File: src/design/drbu_pkg.sv
// ----------------------------------------------------------------------------
// drbu_pkg
// Shared types, codes and constants of the debug register breakpoint unit.
// ----------------------------------------------------------------------------
package drbu_pkg;

  localparam int unsigned NUM_SLOTS = 4;
  localparam int unsigned NUM_REGS  = 4;

  localparam int unsigned AddrW  = 64;
  localparam int unsigned SizeW  = 5;
  localparam int unsigned IdxW   = 3;
  localparam int unsigned ReqW   = 3;
  localparam int unsigned AlertW = 3;
  localparam int unsigned WordW  = 32;

  localparam int unsigned InDataW  = 136;
  localparam int unsigned OutDataW = 72;

  typedef enum logic [ReqW-1:0] {
    REQ_FETCH     = 3'd0,
    REQ_DATA_RD   = 3'd1,
    REQ_DATA_WR   = 3'd2,
    REQ_REG_RD    = 3'd3,
    REQ_REG_WR    = 3'd4
  } req_e;

  typedef enum logic [AlertW-1:0] {
    ALERT_NONE      = 3'd0,
    ALERT_ADDR_SET  = 3'd1,
    ALERT_EN_CLEAR  = 3'd2,
    ALERT_ADDR_RD   = 3'd3,
    ALERT_STATUS_RD = 3'd4,
    ALERT_CTRL_RD   = 3'd5
  } alert_e;

  typedef enum logic [1:0] {
    KIND_EXEC   = 2'd0,
    KIND_WRITE  = 2'd1,
    KIND_IO_RW  = 2'd2,
    KIND_RW     = 2'd3
  } kind_e;

  localparam logic [IdxW-1:0] REG_DR0 = 3'd0;
  localparam logic [IdxW-1:0] REG_DR1 = 3'd1;
  localparam logic [IdxW-1:0] REG_DR2 = 3'd2;
  localparam logic [IdxW-1:0] REG_DR3 = 3'd3;
  localparam logic [IdxW-1:0] REG_DR4 = 3'd4;
  localparam logic [IdxW-1:0] REG_DR5 = 3'd5;
  localparam logic [IdxW-1:0] REG_DR6 = 3'd6;
  localparam logic [IdxW-1:0] REG_DR7 = 3'd7;

  localparam logic [WordW-1:0] STATUS_RESET     = 32'hFFFF_0FF0;
  localparam logic [WordW-1:0] STATUS_WRITABLE  = 32'h0000_E00F;
  localparam logic [WordW-1:0] CONTROL_RESET    = 32'h0000_0400;
  localparam logic [WordW-1:0] CONTROL_WRITABLE = 32'hFFFF_23FF;
  localparam logic [7:0]       CONTROL_ENABLES  = 8'hFF;

  typedef struct packed {
    logic        enable;
    kind_e       kind;
    logic [1:0]  len_code;
  } slot_ctrl_t;

  typedef struct packed {
    logic [AddrW-1:0] addr;
    logic [AddrW:0]   acc_end;
    logic             acc_ok;
    logic             is_fetch;
    logic             is_write;
  } check_t;

  // length code to byte count: 1, 2, 8, 4
  function automatic logic [3:0] len_bytes(input logic [1:0] code);
    logic [3:0] len;
    case (code)
      2'd0:    len = 4'd1;
      2'd1:    len = 4'd2;
      2'd2:    len = 4'd8;
      default: len = 4'd4;
    endcase
    return len;
  endfunction

endpackage

File: src/design/drbu_slot_match.sv
// ----------------------------------------------------------------------------
// drbu_slot_match
// Match logic of one breakpoint slot against a fetch or data check.
// ----------------------------------------------------------------------------
module drbu_slot_match (
  input  logic [drbu_pkg::AddrW-1:0] slot_addr_i,
  input  drbu_pkg::slot_ctrl_t       slot_ctrl_i,
  input  drbu_pkg::check_t           check_i,
  output logic                       hit_o
);
  import drbu_pkg::*;

  logic [3:0]     len;
  logic           misaligned;
  logic [AddrW:0] slot_end;
  logic           fetch_hit;
  logic           data_hit;

  always_comb begin
    if (slot_ctrl_i.kind == KIND_EXEC) begin
      len        = 4'd1;
      misaligned = 1'b0;
    end else begin
      len        = len_bytes(slot_ctrl_i.len_code);
      misaligned = (slot_addr_i[2:0] & (len[2:0] - 3'd1)) != 3'd0;
    end
    slot_end  = {1'b0, slot_addr_i} + {{(AddrW-3){1'b0}}, len};
    fetch_hit = slot_ctrl_i.enable && (slot_ctrl_i.kind == KIND_EXEC) &&
                (slot_addr_i == check_i.addr);
    data_hit  = slot_ctrl_i.enable && !misaligned && check_i.acc_ok &&
                (slot_ctrl_i.kind != KIND_EXEC) &&
                !((slot_ctrl_i.kind == KIND_WRITE) && !check_i.is_write) &&
                !slot_end[AddrW] &&
                ({1'b0, slot_addr_i} < check_i.acc_end) &&
                ({1'b0, check_i.addr} < slot_end);
    hit_o     = check_i.is_fetch ? fetch_hit : data_hit;
  end

endmodule

File: src/design/debug_register_breakpoint_unit_top.sv
// ----------------------------------------------------------------------------
// debug_register_breakpoint_unit_top
// Four breakpoint slots with status and control words; checks fetches and
// data accesses and serves debug register reads and writes.
// Each accepted word passes the input register, then the result register.
// Throughput: one word per cycle; input register and result register stall
// together only when the result word is not taken.
// Reset: asynchronous, active low; slots clear to zero, status word to
// 0xFFFF0FF0, control word to 0x400.
// ----------------------------------------------------------------------------
module debug_register_breakpoint_unit_top (
  input  logic                          clk_i,
  input  logic                          rst_ni,
  input  logic                          s_axis_tvalid,
  output logic                          s_axis_tready,
  // access_address[63:0], access_size[68:64], reg_index[71:69],
  // write_value[135:72]
  input  logic [drbu_pkg::InDataW-1:0]  s_axis_tdata,
  // req_type[2:0]
  input  logic [drbu_pkg::ReqW-1:0]     s_axis_tuser,
  output logic                          m_axis_tvalid,
  input  logic                          m_axis_tready,
  // breakpoint_hit[0], read_data[64:1], alert_kind[67:65], zero pad [71:68]
  output logic [drbu_pkg::OutDataW-1:0] m_axis_tdata
);
  import drbu_pkg::*;

  // input register
  logic                   in_valid_q;
  logic [ReqW-1:0]        req_q;
  logic [AddrW-1:0]       addr_q;
  logic [SizeW-1:0]       size_q;
  logic [IdxW-1:0]        idx_q;
  logic [AddrW-1:0]       val_q;

  // architectural state
  logic [AddrW-1:0]       slot_addr_q [NUM_REGS];
  logic [WordW-1:0]       status_q;
  logic [WordW-1:0]       control_q;

  // result register
  logic                   out_valid_q;
  logic                   hit_q;
  logic [AddrW-1:0]       rdata_q;
  logic [AlertW-1:0]      alert_q;

  logic                   advance;
  logic                   fire;
  check_t                 check;
  logic [NUM_SLOTS-1:0]   slot_hit;
  logic                   hit_d;
  logic [AddrW-1:0]       rdata_d;
  logic [AlertW-1:0]      alert_d;

  assign advance       = !out_valid_q || m_axis_tready;
  assign fire          = in_valid_q && advance;
  assign s_axis_tready = !in_valid_q || advance;

  always_ff @(posedge clk_i or negedge rst_ni) begin
    if (!rst_ni) begin
      in_valid_q <= 1'b0;
    end else if (s_axis_tready) begin
      in_valid_q <= s_axis_tvalid;
    end
  end

  always_ff @(posedge clk_i) begin
    if (s_axis_tready && s_axis_tvalid) begin
      req_q  <= s_axis_tuser;
      addr_q <= s_axis_tdata[63:0];
      size_q <= s_axis_tdata[68:64];
      idx_q  <= s_axis_tdata[71:69];
      val_q  <= s_axis_tdata[135:72];
    end
  end

  // access range end; for data, overflow past 2^64 or zero size never matches
  always_comb begin
    check.addr     = addr_q;
    check.acc_end  = {1'b0, addr_q} + {{(AddrW+1-SizeW){1'b0}}, size_q};
    check.acc_ok   = (size_q != '0) && !check.acc_end[AddrW];
    check.is_fetch = req_q == REQ_FETCH;
    check.is_write = req_q == REQ_DATA_WR;
  end

  for (genvar i = 0; i < NUM_SLOTS; i++) begin : g_slot
    slot_ctrl_t ctrl;
    always_comb begin
      ctrl.enable   = control_q[2*i+1] | control_q[2*i];
      ctrl.kind     = kind_e'(control_q[16+4*i +: 2]);
      ctrl.len_code = control_q[18+4*i +: 2];
    end
    drbu_slot_match u_match (
      .slot_addr_i (slot_addr_q[i]),
      .slot_ctrl_i (ctrl),
      .check_i     (check),
      .hit_o       (slot_hit[i])
    );
  end

  always_comb begin
    hit_d   = 1'b0;
    rdata_d = '0;
    alert_d = ALERT_NONE;
    case (req_q) inside
      REQ_FETCH, REQ_DATA_RD, REQ_DATA_WR: begin
        hit_d = |slot_hit;
      end
      REQ_REG_RD: begin
        unique case (idx_q) inside
          REG_DR0, REG_DR1, REG_DR2, REG_DR3: begin
            rdata_d = slot_addr_q[idx_q[1:0]];
            alert_d = ALERT_ADDR_RD;
          end
          REG_DR4, REG_DR6: begin
            rdata_d = {{(AddrW-WordW){1'b0}}, status_q};
            alert_d = ALERT_STATUS_RD;
          end
          default: begin
            rdata_d = {{(AddrW-WordW){1'b0}}, control_q};
            alert_d = ALERT_CTRL_RD;
          end
        endcase
      end
      REQ_REG_WR: begin
        unique case (idx_q) inside
          REG_DR0, REG_DR1, REG_DR2, REG_DR3: begin
            if (val_q != '0) begin
              alert_d = ALERT_ADDR_SET;
            end
          end
          REG_DR4, REG_DR6: begin
            alert_d = ALERT_NONE;
          end
          default: begin
            if ((val_q[7:0] & CONTROL_ENABLES) == 8'h00) begin
              alert_d = ALERT_EN_CLEAR;
            end
          end
        endcase
      end
      default: begin
        hit_d = 1'b0;
      end
    endcase
  end

  // register writes
  always_ff @(posedge clk_i or negedge rst_ni) begin
    if (!rst_ni) begin
      for (int j = 0; j < NUM_REGS; j++) begin
        slot_addr_q[j] <= '0;
      end
      status_q  <= STATUS_RESET;
      control_q <= CONTROL_RESET;
    end else if (fire && (req_q == REQ_REG_WR)) begin
      unique case (idx_q) inside
        REG_DR0, REG_DR1, REG_DR2, REG_DR3: begin
          slot_addr_q[idx_q[1:0]] <= val_q;
        end
        REG_DR4, REG_DR6: begin
          status_q <= (val_q[WordW-1:0] & STATUS_WRITABLE) |
                      (STATUS_RESET & ~STATUS_WRITABLE);
        end
        default: begin
          control_q <= (val_q[WordW-1:0] & CONTROL_WRITABLE) | CONTROL_RESET;
        end
      endcase
    end
  end

  always_ff @(posedge clk_i or negedge rst_ni) begin
    if (!rst_ni) begin
      out_valid_q <= 1'b0;
    end else if (advance) begin
      out_valid_q <= in_valid_q;
    end
  end

  always_ff @(posedge clk_i) begin
    if (fire) begin
      hit_q   <= hit_d;
      rdata_q <= rdata_d;
      alert_q <= alert_d;
    end
  end

  assign m_axis_tvalid = out_valid_q;
  assign m_axis_tdata  = {4'h0, alert_q, rdata_q, hit_q};

endmodule

File: config.mk
export PLATFORM = sky130hd
export DESIGN_NAME = debug_register_breakpoint_unit_top
export DESIGN_NICKNAME = d
export VERILOG_FILES = /design/src/design/drbu_pkg.sv /design/src/design/drbu_slot_match.sv /design/src/design/debug_register_breakpoint_unit_top.sv
export SDC_FILE = /design/constraint.sdc
export NUM_CORES = 2
export LEC_CHECK = 0
export ABC_AREA = 1
export BUFFER_PORTS_ARGS = -buffer_cell sky130_fd_sc_hd__buf_4
export CORE_MARGIN = 1.5
export CORE_UTILIZATION = 29
export DETAILED_ROUTE_END_ITERATION = 8
export SETUP_SLACK_MARGIN = 0.15
export SLEW_MARGIN = 10
export SYNTH_ARGS = -nofsm -noshare
export SYNTH_HDL_FRONTEND = slang
export SYNTH_HIERARCHICAL = 1
export SYNTH_SLANG_ARGS = --single-unit
File: constraint.sdc
create_clock -name clk_i -period 11.95 [get_ports clk_i]
set_input_delay 1.195 -clock clk_i [delete_from_list [all_inputs] [get_ports clk_i]]
set_output_delay 1.195 -clock clk_i [all_outputs]
set_load 0.005 [all_outputs]
Word level (Yosys, flattened, before mapping)
Index checks and enable logic that the tools add are counted.
{"block": "classes", "n_eq_ne": 25, "n_mux": 33, "order_cmp": 10, "n_reduce_logical": 93, "n_div": 0, "shifts": 0, "n_mul": 0, "bitwise": 11, "n_addsub": 9}
{"op": "64-bit by 65-bit less-than comparator with 1-bit output", "count": 8}
{"op": "64-bit by 4-bit adder with 65-bit output", "count": 4}
{"op": "256-bit bitwise mux", "count": 1}
{"op": "64-bit == test", "count": 4}
{"op": "64-bit two-way mux", "count": 3}
{"op": "64-bit binary-select mux with 2-bit select", "count": 1}
{"op": "64-bit demux with 2-bit select", "count": 1}
{"op": "64-bit one-hot mux with 2 select lines", "count": 1}
{"op": "64-bit by 5-bit adder with 65-bit output", "count": 1}
{"op": "64-bit nonzero test", "count": 1}
{"op": "4-bit one-hot mux with 3 select lines", "count": 4}
{"op": "1-bit logical AND", "count": 45}
{"op": "4-bit two-way mux", "count": 8}
{"op": "2-bit by 1-bit == test with 1-bit output, second input constant", "count": 8}
{"op": "1-bit logical NOT", "count": 16}
{"op": "2-bit logical NOT", "count": 8}
{"op": "3-bit bitwise AND", "count": 4}
{"op": "3-bit by 2-bit == test with 1-bit output, second input constant", "count": 4}
{"op": "3-bit nonzero test", "count": 4}
{"op": "4-bit OR reduction", "count": 3}
{"op": "3-bit by 1-bit subtractor with 3-bit output, second input constant", "count": 4}
{"op": "3-bit == test, second input constant", "count": 3}
{"op": "1-bit two-way mux", "count": 9}
{"op": "2-bit == test, second input constant", "count": 4}
{"op": "other kinds (19)", "count": 32}
{"block": "totals", "ff_bits": 499, "out_inout_bits": 74, "inputBits": 143, "mem_bits_rw": 0, "mem_bits_ro": 0, "memories": 0, "latch_bits": 0, "elab_cells": 197}

Longest topological paths before layout
{"block": "depth", "word_depth": 17, "depth_mapped": 32, "ltp_nobuf": 32}

By module
The synthesis kept the hierarchy.
{"module": "debug_register_breakpoint_unit_top", "instances": 1, "seq_area_each_um2": 13523.0, "area_per_inst_um2": 21431.8, "cells_each": 2234}
{"module": "drbu_slot_match (g_slot[3].u_match)", "instances": 1, "seq_area_each_um2": 0.0, "area_per_inst_um2": 6211.0, "cells_each": 1021}
{"module": "drbu_slot_match (g_slot[1].u_match)", "instances": 1, "seq_area_each_um2": 0.0, "area_per_inst_um2": 6065.8, "cells_each": 991}
{"module": "drbu_slot_match (g_slot[0].u_match)", "instances": 1, "seq_area_each_um2": 0.0, "area_per_inst_um2": 6047.0, "cells_each": 987}
{"module": "drbu_slot_match (g_slot[2].u_match)", "instances": 1, "seq_area_each_um2": 0.0, "area_per_inst_um2": 6023.3, "cells_each": 1008}

Worst setup path after synthesis
OpenSTA, ideal clock, no wires.
{"block": "synth_path", "path_kind": "input to register", "start": "input port m_axis_tready", "end": "register addr_q[0] (enable)", "arrival_ps": 4140, "path_buffers": 0, "stages": 4, "setup_slack_ps": 7318, "t_required_ps": 11458, "setup_ps": 492, "cell_sequence": "inv_1 > nand3_1 > nand2_1 > inv_1"}
{"block": "synth_via", "elab_chain_len": 3}
{"item": "from (decl)", "line_no": "debug_register_breakpoint_unit_top.sv:22", "rtl": "input logic m_axis_tready,"}
{"item": "1-bit logical OR", "line_no": "debug_register_breakpoint_unit_top.sv:55", "rtl": "assign advance = !out_valid_q || m_axis_tready;"}
{"item": "1-bit logical OR", "line_no": "debug_register_breakpoint_unit_top.sv:57", "rtl": "assign s_axis_tready = !in_valid_q || advance;"}
{"item": "via s_axis_tready", "line_no": "debug_register_breakpoint_unit_top.sv:15", "rtl": "output logic s_axis_tready,"}
{"item": "1-bit logical AND", "line_no": "debug_register_breakpoint_unit_top.sv:68", "rtl": "if (s_axis_tready && s_axis_tvalid) begin"}
{"item": "to (signal assigned)", "line_no": "debug_register_breakpoint_unit_top.sv:70", "rtl": "addr_q <= s_axis_tdata[63:0];"}
{"item": "to (decl)", "line_no": "debug_register_breakpoint_unit_top.sv:31", "rtl": "logic [AddrW-1:0] addr_q;"}
The timed path passes the listed nets, and every way through them passes these cells.
A chain may end at the register's enable or synchronous reset.

Worst setup path in the final report
{"block": "layout_path", "start": "register control_q[17]", "end": "register hit_q, data pin"}
{"block": "layout_via", "elab_chain_len": 12, "word_cells_on_any_way": 22, "cone_classes": "add/sub (1); order compare (1); eq/ne (1); mux (3); reduce/logical (16)"}
{"item": "from (decl)", "line_no": "debug_register_breakpoint_unit_top.sv:39", "rtl": "logic [WordW-1:0] control_q;"}
{"item": "from (signal assigned)", "line_no": "debug_register_breakpoint_unit_top.sv:166", "rtl": "control_q <= (val_q[WordW-1:0] & CONTROL_WRITABLE) | CONTROL_RESET;"}
{"item": "branches (longest 10 deep; another with 64-bit by 4-bit adder with 65-bit output)"}
{"item": "1-bit two-way mux (*)", "line_no": "drbu_slot_match.sv:36", "rtl": "hit_o = check_i.is_fetch ? fetch_hit : data_hit;"}
{"item": "via slot_hit[0]", "line_no": "debug_register_breakpoint_unit_top.sv:50", "rtl": "logic [NUM_SLOTS-1:0] slot_hit;"}
{"item": "4-bit OR reduction (*)", "line_no": "debug_register_breakpoint_unit_top.sv:107", "rtl": "hit_d = |slot_hit;"}
{"item": "to (signal assigned)", "line_no": "debug_register_breakpoint_unit_top.sv:182", "rtl": "hit_q <= hit_d;"}
{"item": "to (decl)", "line_no": "debug_register_breakpoint_unit_top.sv:43", "rtl": "logic hit_q;"}
Mark *: on every way through the listed nets, which the timed path passes.

==> implementation parameters <==
Parameter                              Value

Clock tree
  Clock tree sinks    499
  Resized cells post-CTS    0
  TritonCTS clock tree    built
  Latest clock arrival within the worst-skew pair    0.73 ns
  Number of H-tree branching levels    2
  Worst-case clock buffer depth    3
  Clock transition at path regs    0.08 ns
  CTS root buf    sky130_fd_sc_hd__clkbuf_16
  Post-CTS Setup Bufs    0
  Clock buffer count from CTS    60
  Hold-fix buffers, CTS    0

Worst setup path
  Element type at the critical path end    flip-flop
  Most Frequent Cell on Critical Path    sky130_fd_sc_hd__nand2_1
  Critical path data required time    12.40 ns
  Delay of the slowest cell on the worst path    0.74 ns
  Setup crit start kind    flip-flop
  Biggest fanout along the worst timing path    4
  Arrival time of the worst setup path    6.53 ns
  Master of the slowest instance on the critical path    sky130_fd_sc_hd__nor4_1
  Worst setup path class    reg2reg

Timing
  Max-slew violations    0
  Slew @ Worst Pin    1.31 ns
  Minimum period implied by the final worst setup slack    6.09 ns
  Unrepaired setup endpoints after global routing    false
  Setup TNS    0 ns
  Worst path setup slack after routing    5.86 ns
  Share of the clock period used by the worst path    50.9%
  Worst relative slew slack    11.7%
  Final Setup Violations    0
  Max Clk Rate    164 MHz
  Worst clock skew    0.0587 ns
  Final hold violation count    0

Pwr
  Reported leakage power    22.9 nW
  VDD IR-drop max    0.000131 V
  Power density over the cells    124 nW/um2
  Overall power after layout    6.53 mW

Floorplan
  Starting utilization of the core area    29.3%
  Height of the chip    400 um
  Number of cell rows    145
  DIE AREA    160000 um2
  Top-Level Pins    217
  Core Region    156000 um2
  Die Width    400 um

Yosys
  Mapped Avg Cell Area    7.34 um2
  Synthesis Warnings    6
  Post-synth EDFFs    207
  Netlist area before placement    45800 um2
  Mapped Cells    6241
  Async set or reset register ratio after synthesis    58.5%
  Number of different library cells in the post-synthesis netlist    62
  Prevailing post-synth register cell    sky130_fd_sc_hd__dfrtp_1
  Count of state elements after synthesis    499
  Sequential-to-total area share from yosys stat    29.5%

Detailed routing
  Top metal layer carrying routed signals    met5
  Initial drt markers    5407
  Detail-routed via count per cell    5.48
  DRC violations left    0
  Met2 wirelength from detailed routing    107 mm
  Vias post-DR    47300
  Total wire length after detailed routing    247 mm
  Post-route antenna net violation count    0
  Routed wl met3    21.9 mm
  1st-pass router iterations    7
  Wire length per cell after detailed routing    28.6 um
  Routed met1 length    103 mm

Status
  Run status    complete, no violations

Placed design
  Placer Congestion    1.11
  Standard cell area after detailed placement    50400 um2
  Count of buffers from port buffering    212
  Place WS    5.75 ns
  DP Wirelength    201 mm
  Instance count after placement with tap cells included    8506

GRT
  Overall Global Routing Usage    29.9%
  Initial antenna violation count    9
  Via count of the first global-routing pass    44700
  Wire length of the first global-routing pass    342 mm
  Pin count of the biggest net entering global routing    129
  Overall overflow remaining after global route    0

Layout
  Share of final-layout standard cells stronger than drive strength 1    9.61%
  Fin nets    7184
  Synthesis-to-layout area growth    14.7%
  Post-Layout Inst Area    52500 um2
  Fin cells    8625

Job
  Max_cap viols    0

Worst hold path
  Tightest Hold Check Type    in2async
==> worst paths after layout <==
kind,from,end,slack (ns),depth (start not counted)
setup / recovery,control_q[17],hit_q,5.86,26
hold / removal,rst_ni,slot_addr_q[167],0.48,1
setup reg to reg,control_q[17],hit_q,5.86,26
hold reg to reg,control_q[2],control_q[2],0.49,2
max in group asynchronous,rst_ni,slot_addr_q[1],9.72,3
min in group clk_i,control_q[2],control_q[2],0.49,2
==> logic make-up (layout without fill, tap and decap cells) <==
kind of cell	Yosys count	count (layout)	synth area share [%]
and+or+nand+nor	2935	2935	28.7
buffers and inverters	991	1310	8.35
AOI/OAI and AO/OA	814	814	9.81
adders and majority gates	530	530	14.6
DFF	499	499	29.5
xor gates and xnor gates	471	471	9.01
other	1	8	0.00819
==> metrics by stage <==
stage	utilization [%]	hold WS, ns
final	33.6	0.483
after global routing	33.6	0.511
after CTS	33.6	0.475
after detailed placement	32.2	0.474
after global placement	32.2	0.467
after floorplan	-	0.448
==> area by class of cell <==
cell class,count,area [um2]
multi-input cells,4754,28500
diodes,4,10.0
fillers,16800,104000
flip-flops and latches,499,13500
repair buffers,341,2590
clock buffers,77,1650
clock inverters,37,405
well taps,2058,2570
inverters,855,3220
==> power by group <==
group	switching [mW]	internal, mW	total (mW)
logic	1.30	0.747	2.05
registers	0.538	2.01	2.54
clock network	0.841	1.10	1.94
total	2.68	3.85	6.53
==> synth_stat cells, types with 10 or more instances <==
library cell / number / share of area, %
sky130_fd_sc_hd__o21ai_0: 269 / 2.9
sky130_fd_sc_hd__a31oi_1: 40 / 0.55
sky130_fd_sc_hd__nor2_1: 577 / 4.7
sky130_fd_sc_hd__dfrtp_1: 292 / 16
sky130_fd_sc_hd__o211ai_1: 15 / 0.25
sky130_fd_sc_hd__xor2_1: 293 / 5.6
sky130_fd_sc_hd__buf_2: 57 / 0.62
sky130_fd_sc_hd__nand4_1: 209 / 2.9
sky130_fd_sc_hd__buf_1: 11 / 0.090
sky130_fd_sc_hd__edfxtp_1: 207 / 14
sky130_fd_sc_hd__nand2_2: 17 / 0.23
sky130_fd_sc_hd__inv_2: 19 / 0.16
sky130_fd_sc_hd__a22oi_1: 33 / 0.54
sky130_fd_sc_hd__or2_2: 41 / 0.56
sky130_fd_sc_hd__nand2_1: 1456 / 12
sky130_fd_sc_hd__o21ai_1: 124 / 1.4
sky130_fd_sc_hd__ha_1: 525 / 14
sky130_fd_sc_hd__nor4_1: 53 / 0.72
sky130_fd_sc_hd__inv_1: 832 / 6.8
sky130_fd_sc_hd__nor3_2: 23 / 0.50
sky130_fd_sc_hd__a41oi_1: 24 / 0.46
sky130_fd_sc_hd__xnor2_1: 178 / 3.4
sky130_fd_sc_hd__a21oi_1: 258 / 2.8
sky130_fd_sc_hd__a21o_1: 11 / 0.18
sky130_fd_sc_hd__clkbuf_1: 57 / 0.47
sky130_fd_sc_hd__nor3_1: 166 / 1.8
sky130_fd_sc_hd__nor2_2: 20 / 0.27
sky130_fd_sc_hd__nand3b_1: 18 / 0.30
sky130_fd_sc_hd__nor2_4: 10 / 0.25
sky130_fd_sc_hd__nand3_1: 289 / 3.2
sky130_fd_sc_hd__a21boi_0: 11 / 0.18
==> placed cells by master (no fill, tap or decap), types with 33 or more instances in the layout <==
cell type,n
sky130_fd_sc_hd__a21oi_1,258
sky130_fd_sc_hd__a22oi_1,33
sky130_fd_sc_hd__a31oi_1,40
sky130_fd_sc_hd__buf_4,338
sky130_fd_sc_hd__clkbuf_16,62
sky130_fd_sc_hd__dfrtp_1,292
sky130_fd_sc_hd__edfxtp_1,207
sky130_fd_sc_hd__ha_1,525
sky130_fd_sc_hd__inv_1,829
sky130_fd_sc_hd__nand2_1,1452
sky130_fd_sc_hd__nand3_1,288
sky130_fd_sc_hd__nand4_1,209
sky130_fd_sc_hd__nor2_1,575
sky130_fd_sc_hd__nor3_1,164
sky130_fd_sc_hd__nor4_1,51
sky130_fd_sc_hd__o21ai_0,269
sky130_fd_sc_hd__o21ai_1,124
sky130_fd_sc_hd__or2_2,41
sky130_fd_sc_hd__xnor2_1,178
sky130_fd_sc_hd__xor2_1,293
==> sequential cells by signal, indices dropped and copies added, names as in the netlist <==
| name | count |
|---|---|
| addr_q | 64 |
| alert_q | 3 |
| control_q | 27 |
| hit_q | 1 |
| idx_q | 3 |
| in_valid_q | 1 |
| m_axis_tvalid | 1 |
| rdata_q | 64 |
| req_q | 3 |
| size_q | 5 |
| slot_addr_q | 256 |
| status_q | 7 |
| val_q | 64 |
==> critical path: cells and delay by family (launching register included) <==
| kind | cells | cell delay, ns |
|---|---|---|
| fa+ha+maj | 3 | 1.07 |
| flops | 1 | 0.39 |
| simple gates | 17 | 3.52 |
| buf+inv | 2 | 0.17 |
| xor+xnor | 1 | 0.17 |
| compound gates | 3 | 0.54 |
==> per-layer routing <==
layer  GRT usage [%]  up-vias
met3            5.19      498
met4            15.0        4
met2            46.6     2497
li1                -    21300
met1            39.7    23000
met5               0        -
No activity file was read; power rests on OpenSTA's default activity.
